**src/design/vcdg_pkg.sv**
```systemverilog
// Shared types and constants for the volume gradient block.
package vcdg_pkg;

  localparam int POS_W     = 6;
  localparam int VOX_W     = 16;
  localparam int SIZE_W    = 7;
  localparam int INV_W     = 16;
  localparam int GRAD_W    = 34;
  localparam int CFG_W     = 16;
  localparam int CFG_IDX_W = 3;

  localparam logic [CFG_IDX_W-1:0] REG_SIZE_X = 3'd0;
  localparam logic [CFG_IDX_W-1:0] REG_SIZE_Y = 3'd1;
  localparam logic [CFG_IDX_W-1:0] REG_SIZE_Z = 3'd2;
  localparam logic [CFG_IDX_W-1:0] REG_INV_X  = 3'd3;
  localparam logic [CFG_IDX_W-1:0] REG_INV_Y  = 3'd4;
  localparam logic [CFG_IDX_W-1:0] REG_INV_Z  = 3'd5;

  localparam logic REQ_LOAD  = 1'b0;
  localparam logic REQ_QUERY = 1'b1;

  localparam logic [1:0] AX_X = 2'd0;
  localparam logic [1:0] AX_Y = 2'd1;
  localparam logic [1:0] AX_Z = 2'd2;

  typedef struct packed {
    logic       vld;
    logic       fw;
    logic [1:0] axis;
    logic       face;
    logic       flat;
  } samp_t;

  typedef struct packed {
    logic                     vld;
    logic [1:0]               axis;
    logic signed [GRAD_W-1:0] value;
  } res_t;

endpackage

```
**src/design/vcdg_grad_unit.sv**
```systemverilog
// Shared difference, multiply, face scaling and flat zeroing pipeline for one gradient axis at a time.
module vcdg_grad_unit (
  input  logic                         clk,
  input  logic                         rst_n,
  input  vcdg_pkg::samp_t              samp,
  input  logic [vcdg_pkg::VOX_W-1:0]   rd_data,
  input  logic [vcdg_pkg::INV_W-1:0]   inv_x,
  input  logic [vcdg_pkg::INV_W-1:0]   inv_y,
  input  logic [vcdg_pkg::INV_W-1:0]   inv_z,
  output vcdg_pkg::res_t               res
);

  vcdg_pkg::samp_t                  dtag_r;
  vcdg_pkg::samp_t                  dtag_nxt;
  vcdg_pkg::samp_t                  ptag_r;
  logic [vcdg_pkg::VOX_W-1:0]       bw_r;
  logic signed [vcdg_pkg::VOX_W:0]  diff_r;
  logic signed [vcdg_pkg::GRAD_W-1:0] prod_r;
  logic [vcdg_pkg::INV_W-1:0]       inv_sel;

  always_comb begin
    case (dtag_r.axis)
      vcdg_pkg::AX_X: inv_sel = inv_x;
      vcdg_pkg::AX_Y: inv_sel = inv_y;
      vcdg_pkg::AX_Z: inv_sel = inv_z;
      default:        inv_sel = '0;
    endcase
  end

  always_comb begin
    dtag_nxt     = samp;
    dtag_nxt.vld = samp.vld & samp.fw;
  end

  always_ff @(posedge clk) begin
    if (!rst_n) begin
      dtag_r <= '0;
      ptag_r <= '0;
    end else begin
      dtag_r <= dtag_nxt;
      ptag_r <= dtag_r;
      if (samp.vld && !samp.fw) begin
        bw_r <= rd_data;
      end
      diff_r <= $signed({1'b0, bw_r}) - $signed({1'b0, rd_data});
      prod_r <= vcdg_pkg::GRAD_W'(diff_r) * vcdg_pkg::GRAD_W'($signed({1'b0, inv_sel}));
    end
  end

  always_comb begin
    res.vld  = ptag_r.vld;
    res.axis = ptag_r.axis;
    if (ptag_r.flat) begin
      res.value = '0;
    end else if (ptag_r.face) begin
      res.value = prod_r <<< 1;
    end else begin
      res.value = prod_r;
    end
  end

endmodule

```
**config.mk**
```make
export PLATFORM = sky130hd
export DESIGN_NAME = vcdg_grad_unit
export DESIGN_NICKNAME = d
export VERILOG_FILES = /design/src/design/vcdg_pkg.sv /design/src/design/vcdg_grad_unit.sv
export SDC_FILE = /design/constraint.sdc
export NUM_CORES = 1
export LEC_CHECK = 0
export BUFFER_PORTS_ARGS = -buffer_cell sky130_fd_sc_hd__buf_2
export CORE_MARGIN = 4
export CORE_UTILIZATION = 50
export DETAILED_ROUTE_END_ITERATION = 10
export GPL_TIMING_DRIVEN = 0
export HOLD_SLACK_MARGIN = 0.12
export PLACE_DENSITY = 0.68
export SLEW_MARGIN = 20
export SYNTH_ARGS = -nofsm -noshare
export SYNTH_HDL_FRONTEND = slang
export SYNTH_SLANG_ARGS = --single-unit
```
**constraint.sdc**
```tcl
create_clock -name clk -period 11.15 [get_ports clk]
set_clock_uncertainty 0.05 [all_clocks]
set_input_delay 1.115 -clock clk [delete_from_list [all_inputs] [get_ports clk]]
set_output_delay 1.115 -clock clk [all_outputs]
set_load 0.005 [all_outputs]
```
**Word level (Yosys, flattened, before mapping)**

Cells that the tools add are included.

- Register bits after elaboration: 77
- Bits of input ports: 72
- Output and inout port bits: 37
- Word-level logic and storage cells: 23

- $add $sub $neg: 1
- Multipliers: 1
- Equality and inequality tests: 2
- Muxes and demuxes: 3
- Bitwise logic cells: 1
- Reduce and logical (&&, ||, !) cells: 4

Operators with widths:

| operator | number |
|---|---|
| $mux W34 | 2 |
| $pmux W16 S3 | 1 |
| $mul A17 B17 Y34 | 1 |
| $sub A16 B16 Y17 | 1 |
| $eq A2 B1 Y1 const B | 1 |
| $eq A2 B2 Y1 const B | 1 |
| $logic_not A2 Y1 | 1 |
| $reduce_and A2 Y1 | 1 |
| $and A1 B1 Y1 | 1 |
| $logic_and A1 B1 Y1 | 1 |
| $logic_not A1 Y1 | 1 |

**Logic depth before layout (Yosys ltp)**

- Word-level depth: 3
- Mapped depth: 30
- Depth with buffers taken out: 27

**Least setup slack after synthesis**

OpenSTA, ideal clock, no wires.

- Path kind: in2reg
- Start: input inv_y[4] (netlist bit)
- End: register prod_r[30] (netlist bit), data pin
- Library setup time: 0.258 ns
- Arrival: 6.664 ns
- Data required time: 10.842 ns
- Setup slack: 4.178 ns
- Stages on the path: 23
- Buffers on the path: 1
- Path through: mux2i_1 o21ai_1 clkbuf_1 nand2_1 fa_1 fa_1 fa_1 inv_1 fa_1 fa_1 inv_1 fa_1 inv_1 ha_1 a21o_1 a21o_1 a21oi_1 o21ai_0 a21oi_1 o31ai_4 a41oi_2 a21oi_1 xnor2_1

- Cells in the longest elaborated chain, start to end: 2

RTL lines:

| item | line | RTL |
|---|---|---|
| start, declared | vcdg_grad_unit.sv:8 | `input logic [vcdg_pkg::INV_W-1:0] inv_y,` |
| $pmux W16 S3 | vcdg_grad_unit.sv:22 | `case (dtag_r.axis)` |
| $mul A17 B17 Y34 | vcdg_grad_unit.sv:46 | `prod_r <= vcdg_pkg::GRAD_W'(diff_r) * vcdg_pkg::GRAD_W'($signed({1'b0, inv_sel}));` |
| end signal, assigned | vcdg_grad_unit.sv:46 |  |
| end, declared | vcdg_grad_unit.sv:18 | `logic signed [vcdg_pkg::GRAD_W-1:0] prod_r;` |

No other way between the ends.
A chain may end at the register's enable or synchronous reset.

**Final worst setup path**

- Start: register dtag_r[3] (netlist bit)
- End: register prod_r[33] (netlist bit), data pin

- Cells in the longest elaborated chain, start to end: 3
- Elaborated cells on any way between the ends: 5
- Classes of those cells: 1 x mul; 2 x eq/ne; 1 x mux; 1 x reduce/logical

RTL lines:

| item | line | RTL |
|---|---|---|
| start, declared | vcdg_grad_unit.sv:13 | `vcdg_pkg::samp_t dtag_r;` |
| start signal, assigned | vcdg_grad_unit.sv:40 | `dtag_r <= dtag_nxt;` |
| $eq A2 B2 Y1, or another cell as far along | vcdg_grad_unit.sv:22 |  |
| $pmux W16 S3 (*) | vcdg_grad_unit.sv:22 |  |
| $mul A17 B17 Y34 (*) | vcdg_grad_unit.sv:46 |  |

Every way passes the cells marked *; elsewhere a longest branch is shown, timed or not.

==> impl_results.md <==
- Final WS setup: 2767 ps
- Hold crit path type: flip-flop to flip-flop
- Clk buf depth: 2
- Compound-Gate Fraction of Synth Area: 5.392%
- H-tree levels: 3
- Final min period: 8383 ps
- Share of layout cells above drive strength 1: 8.919%
- Most used DFF post-synth: edfxtp_1
- CP dominant cell by count: fa_1
- CP Buf/Inv Count: 9
- Vias in the first global route: 11,140
- Synth unique cells: 58
- Crit Path Max Fanout: 10
- Flops & latches, synth: 77
- HPWL after DPL: 28.04 mm
- Worst setup path class: flip-flop to flip-flop
- Top post-synthesis cells by area: fa_1 (39%), edfxtp_1 (14%), inv_1 (10%)
- Synth Area in Adders: 48.00%
- Met1 Usage GRT: 29.06%
- Global route overflow: 0
- Routing usage on met3: 3.089%
- GRT Total Usage: 22.92%
- Worst-margin pin slew: 1113 ps
- Post-synth design cell area: 14,360 um^2
- Number of synthesized flops with an enable pin: 67
- Multiplexer area fraction after synthesis: 3.415%
- GR peak layer: met2
- Chip Height: 177.5 um
- Port Buffers: 108
- Starting Density: 51.14%
- Sink Count: 77
- Post-place setup slack: 2821 ps
- Arrival @ worst endpoint: 8430 ps
- Outcome: completed
- Met2 Use GR: 40.45%
- Root buffer cell: clkbuf_16
- Final setup viols: 0
- YS warnings: 0
- Critical path's slowest cell: o21ai_1
- Die extent in x: 177.5 um
- Synth area leader: fa_1
- Max cap viols: 0
- Drt first pass iters: 5
- Syn Inst Count: 1,513
- TritonCTS clock tree: built
- Hold-fix buffers, CTS: 0
- CP peak stage delay: 580 ps
- Finished Cell Area: 15,690 um^2
- Ant. Diodes: 0
- Worst-Skew Late Latency: 370 ps
- Tcrit/Tclk final: 75.18%
- Rows: 61
- Sequential fraction of the synthesis area: 15.40%
- DRT iter0 DRCs: 585
- Fin util: 55.84%
- Area Overhead vs Synth: 9.208%
- Delay-heaviest family, CP: adder cells
- First-pass GRT wire length: 56.30 mm
- Die ar.: 31,500 um^2
- Fmax: 119.3 MHz
- Unrepaired setup endpoints after global routing: false
- Max-slew violations: 0
- Mapped Nets: 1,968
- WL per Instance: 16.67 um
- Max_slew headroom: 25.27%
- Routed Antenna Nets: 0
- Clock-pin slew on the worst setup and hold paths: 80 ps
- Routed vias: 10,180
- Largest net degree at the start of global routing: 54
- Post-synthesis xor/xnor area fraction: 2.866%
- CTS buffer count: 9
- Fillcell total: 2,593
- Residual DRC: 0
- Main combinational cell family by area after synthesis: adder cells
- CP startpoint kind: flip-flop
- Critical Path RT: 11,200 ps
- Core ar.: 28,090 um^2
- Synth Area in Simple Gates: 13.36%
- Post-CTS Setup Inserts: 0
- Post-CTS sizing: 0
- Area post-placement: 15,380 um^2
- Crit end category: flip-flop
- Vias/cell: 5.054
- Hold Vio Cnt, Final: 0
- Final total negative setup slack: 0 ps
- Initial antenna violation count: 0
- Top cell type's share of synthesized area: 39.03%
- Async set-reset flop share out of synthesis: 0%
- Fin nets: 2,087
- Gp weighted congestion: 0.9255
- I/O pin cnt: 109
- Avg Synthesized Cell Area: 9.493 um^2
- Total Wirelength: 33.59 mm
-- cells in the mapped netlist, drive strengths merged (2+ instances only) --
cell type	instances
inv	386
fa	280
nand2	192
and2	121
ha	103
edfxtp	67
nor2	50
mux2i	49
clkbuf	46
xnor2	41
o21ai	34
a21oi	29
a21o	13
dfxtp	10
nor3	8
a211oi	7
nor2b	7
buf	6
xor2	6
nand2b	5
nand3	5
o21bai	5
a31oi	4
and3	4
a21boi	3
o211ai	3
or3	3
a221oi	2
nand4	2
o21a	2
o31ai	2
or2	2
-- cells in the final DEF (no fill, tap or decap), types with 3 or more instances in the layout --
| cell | count |
|---|---|
| and3_1 | 4 |
| nor3_1 | 8 |
| ha_1 | 103 |
| dfxtp_1 | 10 |
| o21bai_1 | 5 |
| and2_1 | 121 |
| a211oi_1 | 6 |
| o21ai_0 | 20 |
| inv_8 | 3 |
| a21oi_1 | 28 |
| mux2i_1 | 49 |
| nor2b_1 | 7 |
| o21ai_1 | 12 |
| nor2_1 | 49 |
| xnor2_1 | 41 |
| clkbuf_1 | 45 |
| nand2_1 | 192 |
| fa_1 | 280 |
| buf_2 | 110 |
| a31oi_1 | 4 |
| or3_1 | 3 |
| nand2b_1 | 5 |
| xor2_1 | 6 |
| buf_4 | 4 |
| nand3_1 | 5 |
| inv_1 | 386 |
| edfxtp_1 | 67 |
| clkbuf_16 | 9 |
| a21o_1 | 13 |
-- sequential cells by signal, indices dropped and copies added (netlist names) --
register and flops:
res 3, prod_r 34, bw_r 16, ptag_r 2, dtag_r 5, diff_r 17
-- metal layers --
metal  share of wire, %  vias up
met5                  0        -
met4                3.3        0
met3                4.9       55
met2                 51      256
met1                 41     5112
li1                   -     4761
-- logic make-up (layout without fill, tap and decap cells) --
kind of cell / Yosys count / count (layout)
AND/OR/NAND/NOR: 405 / 405
flip-flops: 77 / 77
XOR/XNOR: 47 / 47
adder cells (fa/ha/maj): 383 / 383
multiplexers: 49 / 49
AO/OA/AOI/OAI: 114 / 114
buffers and inverters: 438 / 562
-- per-stage QoR --
step / cells / hold slack, ps
after detailed placement: 1999 / 368.1
after floorplan: 1513 / 361.9
final: 2015 / 381.2
after global routing: 2015 / 409.6
after global placement: 1999 / 365.0
after CTS: 2015 / 382.2
-- final cells by class --
class | instances | area (um^2) | share of cell area (%)
Clock inverter | 7 | 75.07 | 0.4786
Tap cell | 378 | 473.0 | 3.015
Clock buffer | 9 | 225.2 | 1.436
Buffer | 52 | 211.5 | 1.348
Inverter | 386 | 1449 | 9.237
Sequential cell | 77 | 2212 | 14.10
Multi-Input combinational cell | 998 | 10500 | 66.92
Timing Repair Buffer | 108 | 543.0 | 3.462
-- final timing paths --
check	start	end	slack, ps	cells past startpoint
setup reg to reg	dtag_r[3]	prod_r[33]	2770	28
hold reg to reg	dtag_r[0]	ptag_r[0]	380	1
hold / removal	dtag_r[0]	ptag_r[0]	380	1
setup / recovery	dtag_r[3]	prod_r[33]	2770	28
Power is not shown: default switching activity piles up to over one toggle a cycle in this logic, so the estimate is an artifact.
